## src/sips_pkg.sv

```systemverilog
// sips_pkg: types, codes and constants of the initiator phase sequencer
// used by scsi_initiator_phase_sequencer; depends on nothing else
package sips_pkg;

  localparam int unsigned LengthBitsDef = 16;
  localparam int unsigned TickBitsDef   = 16;

  // configuration register indexes and reset values
  localparam logic [3:0] CFG_BUS_FREE   = 4'd0;
  localparam logic [3:0] CFG_SELECTION  = 4'd1;
  localparam logic [3:0] CFG_RESET_HOLD = 4'd2;
  localparam logic [3:0] CFG_PARITY_EN  = 4'd3;

  localparam logic [15:0] BusFreeTicksRst   = 16'd25;
  localparam logic [15:0] SelectionTicksRst = 16'd60;
  localparam logic [7:0]  ResetHoldTicksRst = 8'd2;

  typedef enum logic [2:0] {
    ST_IDLE    = 3'd0,
    ST_BUSFREE = 3'd1,
    ST_SELECT  = 3'd2,
    ST_XFER    = 3'd3,
    ST_RESET   = 3'd4
  } seq_state_e;

  typedef enum logic [1:0] {
    CMD_START  = 2'd0,
    CMD_SAMPLE = 2'd1,
    CMD_TICK   = 2'd2,
    CMD_ABORT  = 2'd3
  } cmd_e;

  typedef enum logic [2:0] {
    RES_OK         = 3'd0,
    RES_BAD_TARGET = 3'd1,
    RES_BUSY       = 3'd2,
    RES_NO_CONNECT = 3'd3,
    RES_RESET      = 3'd4,
    RES_PARITY     = 3'd5,
    RES_ERROR      = 3'd6,
    RES_ABORT      = 3'd7
  } result_e;

  // bus phases: bit0 I/O, bit1 C/D, bit2 MSG
  localparam logic [2:0] PH_DATA_OUT = 3'd0;
  localparam logic [2:0] PH_DATA_IN  = 3'd1;
  localparam logic [2:0] PH_COMMAND  = 3'd2;
  localparam logic [2:0] PH_STATUS   = 3'd3;
  localparam logic [2:0] PH_MSG_OUT  = 3'd6;
  localparam logic [2:0] PH_MSG_IN   = 3'd7;

  localparam logic [1:0] TOOK_NONE    = 2'd0;
  localparam logic [1:0] TOOK_COMMAND = 2'd1;
  localparam logic [1:0] TOOK_DATA    = 2'd2;

  localparam logic [1:0] GOT_NONE    = 2'd0;
  localparam logic [1:0] GOT_DATA    = 2'd1;
  localparam logic [1:0] GOT_STATUS  = 2'd2;
  localparam logic [1:0] GOT_MESSAGE = 2'd3;

  localparam logic [2:0] CTL_NONE = 3'd0;
  localparam logic [2:0] CTL_DRV  = 3'd1;
  localparam logic [2:0] CTL_SEL  = 3'd2;
  localparam logic [2:0] CTL_RST  = 3'd4;

  localparam logic [2:0] MaxTarget  = 3'd6;
  localparam logic [7:0] MsgReject  = 8'h07;
  localparam logic [7:0] MsgDone    = 8'h00;

endpackage

```

## src/scsi_initiator_phase_sequencer.sv

```systemverilog
// scsi_initiator_phase_sequencer: SCSI-1 initiator bus phase sequencer, no arbitration
// depends on sips_pkg
//
// path: input transfer to result through the input register, then the result register
// throughput: one item per cycle while the result side takes results; one result per item, in order
// while a result waits on the output side the input register holds one more item
// reset (rst_ni low, asynchronous): sequencer idle, counters and codes cleared,
// configuration back to bus_free 25, selection 60, reset hold 2, parity off
module scsi_initiator_phase_sequencer #(
  parameter int unsigned LENGTH_BITS = sips_pkg::LengthBitsDef,
  parameter int unsigned TICK_BITS   = sips_pkg::TickBitsDef
) (
  input  logic        clk_i,
  input  logic        rst_ni,
  // configuration write channel
  input  logic        cfg_valid_i,
  output logic        cfg_ready_o,
  input  logic [3:0]  cfg_index_i,
  input  logic [15:0] cfg_data_i,
  // input items
  input  logic        s_axis_tvalid,
  output logic        s_axis_tready,
  // tdata: target[2:0], length[18:3], abort_code[21:19], bsy[22], sel[23], req[24],
  //        phase[27:25], parity_error[28], bus_data[36:29], send_byte[44:37], zero fill
  input  logic [47:0] s_axis_tdata,
  // tuser: command[1:0]
  input  logic [1:0]  s_axis_tuser,
  // result items
  output logic        m_axis_tvalid,
  input  logic        m_axis_tready,
  // tdata: control_lines[2:0], drive_byte[10:3], drive_valid[11], got_byte[19:12],
  //        finished[20], result_code[23:21], scsi_status[31:24], scsi_message[39:32],
  //        bytes_left[55:40]
  output logic [55:0] m_axis_tdata,
  // tuser: took_kind[1:0], got_kind[3:2]
  output logic [3:0]  m_axis_tuser
);
  import sips_pkg::*;

  localparam int unsigned CmpW = (TICK_BITS > 16) ? TICK_BITS : 16;
  localparam logic [TICK_BITS-1:0] TickMax = {TICK_BITS{1'b1}};

  // configuration
  logic [15:0] bus_free_q, selection_q;
  logic [7:0]  hold_q;
  logic        par_en_q;

  assign cfg_ready_o = 1'b1;

  always_ff @(posedge clk_i or negedge rst_ni) begin
    if (!rst_ni) begin
      bus_free_q  <= BusFreeTicksRst;
      selection_q <= SelectionTicksRst;
      hold_q      <= ResetHoldTicksRst;
      par_en_q    <= 1'b0;
    end else if (cfg_valid_i) begin
      case (cfg_index_i)
        CFG_BUS_FREE:   bus_free_q  <= cfg_data_i;
        CFG_SELECTION:  selection_q <= cfg_data_i;
        CFG_RESET_HOLD: hold_q      <= cfg_data_i[7:0];
        CFG_PARITY_EN:  par_en_q    <= cfg_data_i[0];
        default: ;
      endcase
    end
  end

  // input register
  logic        in_valid_q;
  logic [47:0] in_data_q;
  logic [1:0]  in_cmd_q;
  logic        advance;
  logic        out_valid_q;

  assign advance       = in_valid_q && (!out_valid_q || m_axis_tready);
  assign s_axis_tready = !in_valid_q || advance;

  always_ff @(posedge clk_i or negedge rst_ni) begin
    if (!rst_ni) begin
      in_valid_q <= 1'b0;
    end else if (s_axis_tready) begin
      in_valid_q <= s_axis_tvalid;
    end
  end

  always_ff @(posedge clk_i) begin
    if (s_axis_tready && s_axis_tvalid) begin
      in_data_q <= s_axis_tdata;
      in_cmd_q  <= s_axis_tuser;
    end
  end

  logic [2:0]  f_target;
  logic [15:0] f_length;
  logic [2:0]  f_abort_code;
  logic        f_bsy, f_sel, f_req, f_perr;
  logic [2:0]  f_phase;
  logic [7:0]  f_bus_data, f_send_byte;
  cmd_e        f_cmd;

  assign f_target     = in_data_q[2:0];
  assign f_length     = in_data_q[18:3];
  assign f_abort_code = in_data_q[21:19];
  assign f_bsy        = in_data_q[22];
  assign f_sel        = in_data_q[23];
  assign f_req        = in_data_q[24];
  assign f_phase      = in_data_q[27:25];
  assign f_perr       = in_data_q[28];
  assign f_bus_data   = in_data_q[36:29];
  assign f_send_byte  = in_data_q[44:37];
  assign f_cmd        = cmd_e'(in_cmd_q);

  // sequencer state
  seq_state_e             state_q, state_d;
  logic [TICK_BITS-1:0]   tick_q, tick_d, tick_inc;
  logic [2:0]             target_q, target_d;
  logic [LENGTH_BITS-1:0] remain_q, remain_d;
  logic [7:0]             status_q, status_d;
  logic [7:0]             message_q, message_d;
  logic [2:0]             pending_q, pending_d;
  logic [2:0]             control_q, control_d;

  // result fields of the item in the input register
  logic [7:0] drive;
  logic       dvalid;
  logic [1:0] took, gkind;
  logic [7:0] got;
  logic       fin;
  logic [2:0] fin_code;
  logic [2:0] abort_val;
  logic [CmpW-1:0] tick_cmp;
  logic       hit_bus_free, hit_select, hit_hold;
  logic       done;

  assign tick_inc     = (tick_q == TickMax) ? tick_q : tick_q + 1'b1;
  assign tick_cmp     = CmpW'(tick_inc);
  assign hit_bus_free = tick_cmp >= CmpW'(bus_free_q);
  assign hit_select   = tick_cmp >= CmpW'(selection_q);
  assign hit_hold     = tick_cmp >= CmpW'(hold_q);
  assign abort_val    = (f_abort_code != 3'd0) ? f_abort_code : RES_ABORT;

  always_comb begin
    state_d   = state_q;
    tick_d    = tick_q;
    target_d  = target_q;
    remain_d  = remain_q;
    status_d  = status_q;
    message_d = message_q;
    pending_d = pending_q;
    control_d = control_q;
    drive     = 8'd0;
    dvalid    = 1'b0;
    took      = TOOK_NONE;
    got       = 8'd0;
    gkind     = GOT_NONE;
    fin       = 1'b0;
    fin_code  = RES_OK;
    done      = 1'b0;

    case (f_cmd)
      CMD_START: begin
        if (state_q == ST_IDLE) begin
          target_d  = f_target;
          remain_d  = LENGTH_BITS'(f_length);
          status_d  = 8'd0;
          message_d = 8'd0;
          pending_d = 3'd0;
          tick_d    = '0;
          control_d = CTL_NONE;
          if (f_target > MaxTarget) begin
            fin      = 1'b1;
            fin_code = RES_BAD_TARGET;
          end else begin
            state_d = ST_BUSFREE;
          end
        end
      end
      CMD_ABORT: begin
        if (state_q inside {ST_BUSFREE, ST_SELECT, ST_XFER}) begin
          pending_d = abort_val;
          if (state_q == ST_BUSFREE) begin
            fin      = 1'b1;
            fin_code = abort_val;
          end
        end
      end
      CMD_TICK: begin
        case (state_q)
          ST_BUSFREE: begin
            tick_d = tick_inc;
            if (hit_bus_free) begin
              fin      = 1'b1;
              fin_code = RES_BUSY;
            end
          end
          ST_SELECT: begin
            tick_d = tick_inc;
            if (hit_select) begin
              fin      = 1'b1;
              fin_code = RES_NO_CONNECT;
            end
          end
          ST_RESET: begin
            tick_d = tick_inc;
            if (hit_hold) begin
              fin      = 1'b1;
              fin_code = RES_RESET;
            end
          end
          default: ;
        endcase
      end
      default: begin
        // bus sample
        if (state_q == ST_BUSFREE) begin
          if (!f_bsy && !f_sel) begin
            state_d   = ST_SELECT;
            tick_d    = '0;
            drive     = 8'd1 << target_q;
            dvalid    = 1'b1;
            control_d = CTL_DRV | CTL_SEL;
          end
        end else if (state_q == ST_SELECT || (state_q == ST_XFER && pending_q != 3'd0)) begin
          // a pending abort or fault is resolved by this sample
          if (pending_q != 3'd0) begin
            if (f_bsy) begin
              state_d   = ST_RESET;
              control_d = CTL_RST;
              tick_d    = '0;
            end else begin
              fin      = 1'b1;
              fin_code = pending_q;
            end
          end else if (f_bsy) begin
            state_d   = ST_XFER;
            control_d = CTL_DRV;
          end
        end else if (state_q == ST_XFER) begin
          if (!f_bsy) begin
            fin      = 1'b1;
            fin_code = RES_OK;
          end else begin
            if (par_en_q && f_perr) pending_d = RES_PARITY;
            if (f_req) begin
              case (f_phase)
                PH_DATA_OUT: begin
                  if (remain_q != '0) begin
                    drive    = f_send_byte;
                    dvalid   = 1'b1;
                    took     = TOOK_DATA;
                    remain_d = remain_q - 1'b1;
                  end
                end
                PH_DATA_IN: begin
                  if (remain_q != '0) begin
                    got      = f_bus_data;
                    gkind    = GOT_DATA;
                    remain_d = remain_q - 1'b1;
                  end
                end
                PH_COMMAND: begin
                  drive  = f_send_byte;
                  dvalid = 1'b1;
                  took   = TOOK_COMMAND;
                end
                PH_STATUS: begin
                  status_d = f_bus_data;
                  got      = f_bus_data;
                  gkind    = GOT_STATUS;
                end
                PH_MSG_OUT: begin
                  drive  = MsgReject;
                  dvalid = 1'b1;
                end
                PH_MSG_IN: begin
                  message_d = f_bus_data;
                  got       = f_bus_data;
                  gkind     = GOT_MESSAGE;
                  done      = (f_bus_data == MsgDone);
                end
                default: pending_d = RES_ERROR;
              endcase
            end
            if (done && pending_d == 3'd0) begin
              fin      = 1'b1;
              fin_code = RES_OK;
            end
          end
        end
      end
    endcase

    // ending a command returns the sequencer to idle
    if (fin) begin
      state_d   = ST_IDLE;
      control_d = CTL_NONE;
      pending_d = 3'd0;
      tick_d    = '0;
    end
  end

  always_ff @(posedge clk_i or negedge rst_ni) begin
    if (!rst_ni) begin
      state_q   <= ST_IDLE;
      tick_q    <= '0;
      target_q  <= 3'd0;
      remain_q  <= '0;
      status_q  <= 8'd0;
      message_q <= 8'd0;
      pending_q <= 3'd0;
      control_q <= CTL_NONE;
    end else if (advance) begin
      state_q   <= state_d;
      tick_q    <= tick_d;
      target_q  <= target_d;
      remain_q  <= remain_d;
      status_q  <= status_d;
      message_q <= message_d;
      pending_q <= pending_d;
      control_q <= control_d;
    end
  end

  // result register
  logic [15:0] bytes_left;

  assign bytes_left = 16'(remain_d);

  always_ff @(posedge clk_i or negedge rst_ni) begin
    if (!rst_ni) begin
      out_valid_q <= 1'b0;
    end else if (!out_valid_q || m_axis_tready) begin
      out_valid_q <= in_valid_q;
    end
  end

  always_ff @(posedge clk_i) begin
    if (advance) begin
      m_axis_tdata <= {bytes_left, message_d, status_d, fin_code, fin, got, dvalid, drive,
                       control_d};
      m_axis_tuser <= {gkind, took};
    end
  end

  assign m_axis_tvalid = out_valid_q;

  // a stalled item stays in the input register
  assert property (@(posedge clk_i) disable iff (!rst_ni)
    in_valid_q && !advance |=> in_valid_q)
    else $error("input register lost an item under stall");

  // the reset pulse drives bus reset alone
  assert property (@(posedge clk_i) disable iff (!rst_ni)
    state_q == ST_RESET |-> control_q == CTL_RST)
    else $error("reset state without bus reset control");

  // idle means nothing pending and no lines driven
  assert property (@(posedge clk_i) disable iff (!rst_ni)
    state_q == ST_IDLE |-> pending_q == 3'd0 && control_q == CTL_NONE)
    else $error("idle with pending code or driven lines");

  // a finished command releases every control line
  assert property (@(posedge clk_i) disable iff (!rst_ni)
    out_valid_q && m_axis_tdata[20] |-> m_axis_tdata[2:0] == CTL_NONE)
    else $error("finished result with control lines still driven");

endmodule

```

## config.mk

```make
export PLATFORM = sky130hd
export DESIGN_NAME = scsi_initiator_phase_sequencer
export DESIGN_NICKNAME = d
export VERILOG_FILES = /design/src/sips_pkg.sv /design/src/scsi_initiator_phase_sequencer.sv
export SDC_FILE = /design/constraint.sdc
export NUM_CORES = 1
export LEC_CHECK = 0
export BUFFER_PORTS_ARGS = -buffer_cell sky130_fd_sc_hd__buf_2
export CAP_MARGIN = 20
export CORE_ASPECT_RATIO = 1.75
export CORE_UTILIZATION = 56
export DETAILED_ROUTE_END_ITERATION = 8
export HOLD_SLACK_MARGIN = 0.08
export PLACE_DENSITY_LB_ADDON = 0.25
export SLEW_MARGIN = 20
export SYNTH_ARGS = -nofsm -noshare
export SYNTH_HDL_FRONTEND = slang
export SYNTH_SLANG_ARGS = --single-unit
```

## constraint.sdc

```tcl
create_clock -name clk_i -period 5.1 [get_ports clk_i]
set_clock_uncertainty 0.15 [all_clocks]
set_input_delay 0.51 -clock clk_i [delete_from_list [all_inputs] [get_ports clk_i]]
set_output_delay 0.51 -clock clk_i [all_outputs]
set_load 0.01 [all_outputs]
```

==> results of run 1 <==
cell type report:
type                            instances  area [um2]
Tap cell                              234         293
Timing Repair Buffer                  206        1360
Inverter                               82         309
Sequential cell                       210        5800
Multi-Input combinational cell        644        4220
Clock buffer                           27         547
Clock inverter                          9         181
Fill cell                            1389        5420
cells in the final DEF (no fill, tap or decap), types with 9 or more instances in the layout:
| cell | netlist | final |
|---|---|---|
| a21oi_1 | 46 | 46 |
| a221oi_1 | 11 | 11 |
| and2_1 | 16 | 15 |
| buf_2 | 2 | 132 |
| buf_4 | 1 | 20 |
| clkbuf_16 | 0 | 20 |
| dfrtp_1 | 95 | 95 |
| dlygate4sd3_1 | 0 | 53 |
| edfxtp_1 | 107 | 107 |
| ha_1 | 44 | 43 |
| inv_1 | 82 | 81 |
| mux2_2 | 37 | 37 |
| nand2_1 | 150 | 150 |
| nand3_1 | 16 | 16 |
| nand4_1 | 13 | 13 |
| nor2_1 | 49 | 49 |
| nor3_1 | 21 | 20 |
| nor4_1 | 14 | 14 |
| o21ai_0 | 63 | 63 |
| o22ai_1 | 12 | 12 |
| or3_1 | 9 | 9 |
| xnor2_1 | 12 | 12 |
metal layers:
| metal | routed length (um) | share of wire [%] | track usage [%] | up-vias |
|---|---|---|---|---|
| met5 | 0 | 0 | 0 | - |
| met4 | 1460 | 5.6 | 15.1 | 0 |
| met3 | 944 | 3.6 | 3.27 | 93 |
| met2 | 14600 | 56 | 53.8 | 256 |
| met1 | 9070 | 35 | 28.0 | 4028 |
| li1 | - | - | - | 3879 |
report_power, final:
group,total [mW],leakage (nW),internal (mW),switching [mW]
logic,1.22,2.70,0.510,0.710
clock network,1.64,0.356,1.01,0.632
registers,2.31,2.35,2.07,0.233
worst max-delay path, cell delays in order, from the launching register on:
cell and delay [ns]:
dfrtp_1 0.47, ha_1 0.27, nand4_1 0.22, nor4_1 0.23, buf_4 0.19, nor2_1 0.06, and4_2 0.25, xnor2_1 0.19
inv_1 0.12, ha_1 0.30, a21o_1 0.18, a21o_1 0.17, a211oi_1 0.20, o21ai_0 0.15, or4b_4 0.57, a22oi_4 0.25
buf_4 0.19, nand3_1 0.13, o32ai_1 0.35
Yosys cell counts (7+ instances only):
cell type    n
mux2_2      37
nand2_1    150
and2_1      16
xnor2_1     12
dfrtp_1     95
mux2i_1      7
nand3_1     16
inv_1       82
a21oi_1     46
o22ai_2      7
o21ai_0     63
nor2b_1      8
ha_1        44
edfxtp_1   107
dfstp_2      8
a221oi_1    11
nor3_1      21
a21o_1       7
or3_1        9
clkbuf_1    32
nor2_1      49
nand4_1     13
nand2b_1     8
nor4_1      14
o22ai_1     12
a31oi_1      8
worst paths after layout:
path	from	end	slack, ns	depth (start not counted)
hold reg to reg	status_q[1]$_DFFE_PN0P_	status_q[1]$_DFFE_PN0P_	0.33	2
setup reg to reg	tick_q[0]$_DFFE_PN0P_	pending_q[1]$_DFFE_PN0P_	0.32	18
setup / recovery	tick_q[0]$_DFFE_PN0P_	pending_q[1]$_DFFE_PN0P_	0.32	18
max in group asynchronous	rst_ni	remain_q[5]$_DFFE_PN0P_	3.21	3
hold / removal	cfg_data_i[15]	selection_q[15]$_DFFE_PN0P_	0.08	3
min in group asynchronous	rst_ni	in_valid_q$_DFFE_PN0N_	0.49	2
stage by stage:
stage                     instances  setup slack [ns]  hold slack, ns
after floorplan                 975             0.656          0.0644
after global placement         1322             0.326           0.306
after detailed placement       1323             0.248           0.312
after CTS                      1412             0.195          0.0835
after global routing           1412            0.0460           0.101
final                          1412             0.320          0.0841
cell families after synthesis:
logic type      count (synthesis)  share of synthesized area [%]
simple gates                  333                           15.5
flops                         210                           55.4
compound gates                204                           13.0
buf+inv                       121                           4.61
mux                            45                           4.78
fa+ha+maj                      44                           5.25
xor+xnor                       17                           1.42
other cells                     1                         0.0358
sequential cells by signal, indices dropped and copies added, names as in the netlist, 4 cells and up:
name	count
selection_q	16
in_data_q	45
remain_q	16
hold_q	8
message_q	8
tick_q	16
bus_free_q	16
m_axis_tdata	56
status_q	8
m_axis_tuser	4
repair_timing:
action	in CTS	in global routing
gates resized for setup	0	3
endpoints found under the hold margin	109	0
setup endpoints to repair	0	29
buffers inserted	0	0
hold buffers	53	0
==> impl_metrics.env, run 1 <==
export IMPL_drtPass1Iterations=5
export IMPL_grt_pass1_vias=8403
export IMPL_ctsHtreeMaxLevel=1
export IMPL_drive_gt1_share_pct=21.8
export IMPL_globalplace_congestion=0.953
export IMPL_fmax_mhz=209
export IMPL_clkTransAtPathRegs_ns=0.07
export IMPL_clock_latency_ns=0.50
export IMPL_power_mw=5.17
export IMPL_syn_inst=975
export IMPL_path_class="flip-flop to flip-flop"
export IMPL_max_slew_margin_rel_pct=26.4
export IMPL_setup_tns_ns=0
export IMPL_finalHoldViolCount=0
export IMPL_synth_edf_count=107
export IMPL_die_area_um2=19300
export IMPL_drv_slew=0
export IMPL_min_period_ns=4.78
export IMPL_outcome="finished, final reports clean"
export IMPL_yosys_most_used_dff="edfxtp_1"
export IMPL_rsz0062_at_grt="false"
export IMPL_cts_buffers=20
export IMPL_drc=0
export IMPL_hp_class="input pin to flip-flop"
export IMPL_yosysTopAreaCell="edfxtp_1"
export IMPL_synth_cell_types=69
export IMPL_cp_required_ns=5.34
export IMPL_drt_wl_total_um=26100
export IMPL_cp_max_fo=7
export IMPL_viasPerCell=5.85
export IMPL_synth_area_um2=10500
export IMPL_worst_pin_slew_ns=1.10
export IMPL_design_area_um2=12700
export IMPL_wl_per_cell_um=18.5
export IMPL_syn_to_final_growth_pct=21.4
export IMPL_yosys_warnings=0
export IMPL_ys_seq_area_share_pct=55.4
export IMPL_ios=138
export IMPL_finalCritPeriodShare_pct=93.7
export IMPL_fin_util_pct=70.1
export IMPL_final_antenna_net_count=0
export IMPL_peakVddDrop_uv=321
export IMPL_root_buffer="clkbuf_16"
export IMPL_synth_seq_cells=210
export IMPL_syn_nets=1094
export IMPL_antenna_cells=0
export IMPL_fp_dieH_um=183
export IMPL_antenna_found_initial=0
export IMPL_grt_usage_pct=27.6
export IMPL_nNetsFinal=1283
export IMPL_tritoncts="built"
export IMPL_cts_sinks=210
export IMPL_numPortBuffers=133
export IMPL_core_area_um2=18100
export IMPL_dp_hpwl_um=18400
export IMPL_dpl_instance_area_um2=11400
export IMPL_cp_data_arrival_time_ns=5.02
export IMPL_grt_overflow=0
export IMPL_critPathCaptureType="flip-flop"
export IMPL_cts_max_path_buffers=3
export IMPL_yosysTopAreaCellShare_pct=30.7
export IMPL_fp_row_count=65
export IMPL_async_flop_share_pct=49.0
export IMPL_finalSetupViolCount=0
export IMPL_power_per_cell_area_nw_per_um2=406
export IMPL_max_cap_viol_count=0
export IMPL_dr_first_iter_drc_count=294
export IMPL_initial_core_util_pct=57.8
export IMPL_avgSynthCellArea_um2=10.7
export IMPL_synth_area_leaders="edfxtp_1 31%, dfrtp_1 23%, nand2_1 5.4%"
export IMPL_grt_max_degree=66
export IMPL_via_count=8256
export IMPL_start_kind="flip-flop"
export IMPL_grt_pass1_wl_um=41600
export IMPL_leakagePower_nw=5.41
export IMPL_die_x_um=105
(Power assumes the default switching activity.)
==> run 2, diff against run 1 <==
--- a/config.mk
+++ b/config.mk
@@ -11,8 +11,7 @@
 export CORE_UTILIZATION = 56
 export DETAILED_ROUTE_END_ITERATION = 8
 export HOLD_SLACK_MARGIN = 0.08
-export PLACE_DENSITY_LB_ADDON = 0.25
-export SLEW_MARGIN = 20
+export PLACE_DENSITY = 0.87
 export SYNTH_ARGS = -nofsm -noshare
 export SYNTH_HDL_FRONTEND = slang
 export SYNTH_SLANG_ARGS = --single-unit
==> run 2 against run 1 <==
Net effect: hold slack better by 0.0050 ns; utilization down 0.41 points; critical path depth unchanged; sequential cell count unchanged; power down 5.3%; combinational power about the same; sequential power about the same; die area unchanged; via count about the same; global-route usage down 0.47 points; critical path type unchanged.
==> impl_metrics.env, run 2 (synthesized netlist as in run 1, its figures left out) <==
export IMPL_max_slew_margin_rel_pct=31.8
export IMPL_nNetsFinal=1287
export IMPL_start_kind="flip-flop"
export IMPL_worst_pin_slew_ns=1.02
export IMPL_viasPerCell=5.83
export IMPL_root_buffer="clkbuf_16"
export IMPL_grt_usage_pct=27.2
export IMPL_design_area_um2=12600
export IMPL_dp_hpwl_um=17900
export IMPL_min_period_ns=4.71
export IMPL_wl_per_cell_um=18.0
export IMPL_drv_slew=0
export IMPL_outcome="finished, final reports clean"
export IMPL_leakagePower_nw=5.37
export IMPL_cts_buffers=21
export IMPL_max_cap_viol_count=0
export IMPL_tritoncts="built"
export IMPL_fp_row_count=65
export IMPL_dp_slack_ns=0.270
export IMPL_final_antenna_net_count=0
export IMPL_multi_input_area_um2=4230
export IMPL_grt_overflow=0
export IMPL_clock_latency_ns=0.50
export IMPL_mostFrequentLayoutCells="150 x nand2_1, 132 x buf_2, 107 x edfxtp_1"
export IMPL_power_mw=4.90
export IMPL_grt_pass1_wl_um=41000
export IMPL_place_inst=1322
export IMPL_stdcell_count=1416
export IMPL_finalCritPeriodShare_pct=92.3
export IMPL_initial_core_util_pct=57.8
export IMPL_dr_first_iter_drc_count=442
export IMPL_final_common_cell="nand2_1"
export IMPL_core_area_um2=18100
export IMPL_clkTransAtPathRegs_ns=0.06
export IMPL_regMostFlops="m_axis_tdata"
export IMPL_ctsHtreeMaxLevel=1
export IMPL_fp_dieH_um=183
export IMPL_reg2reg_slack_ns=0.39
export IMPL_hp_class="input pin to flip-flop"
export IMPL_reg_largest_list="m_axis_tdata: 56 flops, in_data_q: 45 flops"
export IMPL_cp_max_fo=7
export IMPL_fmax_mhz=212
export IMPL_critPathCaptureType="flip-flop"
export IMPL_cp_data_arrival_time_ns=4.97
export IMPL_drt_wl_total_um=25500
export IMPL_peakVddDrop_uv=297
export IMPL_syn_to_final_growth_pct=20.7
export IMPL_crit_start="tick_q[0]$_DFFE_PN0P_"
export IMPL_die_x_um=105
export IMPL_die_area_um2=19300
export IMPL_path_class="flip-flop to flip-flop"
export IMPL_rsz0062_at_grt="false"
export IMPL_cts_sinks=210
export IMPL_ios=138
export IMPL_antenna_found_initial=0
export IMPL_cts_max_path_buffers=3
export IMPL_fin_util_pct=69.7
export IMPL_register_area_um2=5800
export IMPL_min_from="cfg_data_i[2]"
export IMPL_via_count=8254
export IMPL_drc=0
export IMPL_worst_slack_ns=0.390
export IMPL_antenna_cells=0
export IMPL_fin_hold_ws_ns=0.0892
export IMPL_drtPass1Iterations=5
export IMPL_fill_cells=1301
export IMPL_cp_required_ns=5.36
export IMPL_timing_rr_start="tick_q[0]$_DFFE_PN0P_"
export IMPL_grt_max_degree=69
export IMPL_finalSetupViolCount=0
export IMPL_drive_gt1_share_pct=21.7
export IMPL_post_cts_setup_buffers=0
export IMPL_setup_tns_ns=0
export IMPL_grt_pass1_vias=8298
export IMPL_power_per_cell_area_nw_per_um2=387
export IMPL_numPortBuffers=133
export IMPL_dpl_instance_area_um2=11400
export IMPL_globalplace_congestion=0.924
export IMPL_largest_reg_flops=56
export IMPL_finalHoldViolCount=0
## run 2: metal layers
metal	GRT usage (%)	share of wire (%)
met5	0	0
met4	16.6	5.7
met3	3.06	4.8
met2	51.3	55
met1	28.4	35
## run 2: cell type report
class,instances,area share [%]
Tap cell,234,2.32
Sequential cell,210,45.9
Clock buffer,26,4.31
Timing Repair Buffer,209,11.1
Clock inverter,11,0.475
Multi-Input combinational cell,644,33.5
Inverter,82,2.44
## run 2: worst paths after layout
kind                                               to  cells past startpoint
max reg2reg                     tick_q[2]$_DFFE_PN0P_                     18
max                             tick_q[2]$_DFFE_PN0P_                     18
max in group asynchronous  selection_q[3]$_DFFE_PN1P_                      3
min in group asynchronous     remain_q[3]$_DFFE_PN0P_                      2
min reg2reg                   status_q[1]$_DFFE_PN0P_                      2
min                         bus_free_q[2]$_DFFE_PN0P_                      3
## run 2: critical path, stage by stage, from the launching register on
cell and delay [ns]:
dfrtp_2 0.43, ha_1 0.23, nand4_1 0.22, nor4_1 0.23
buf_4 0.19, nor2_1 0.06, and4_2 0.24, xnor2_1 0.20
inv_1 0.12, ha_1 0.30, a21o_1 0.18, a21o_1 0.17
a211oi_1 0.27, o21ai_1 0.18, or4b_4 0.57, a22oi_4 0.31
nand2_2 0.12, buf_4 0.17, o32ai_2 0.26
## run 2: timing repair
item,CTS,global route
hold buffers,56,0
hold endpoints to repair,122,0
setup endpoints to repair,0,28
resized for setup,0,6
## run 2: power breakdown
part | switching [mW] | internal [mW]
Sequential | 0.231 | 2.08
Clock | 0.627 | 0.760
Combinational | 0.695 | 0.507
Total | 1.55 | 3.34
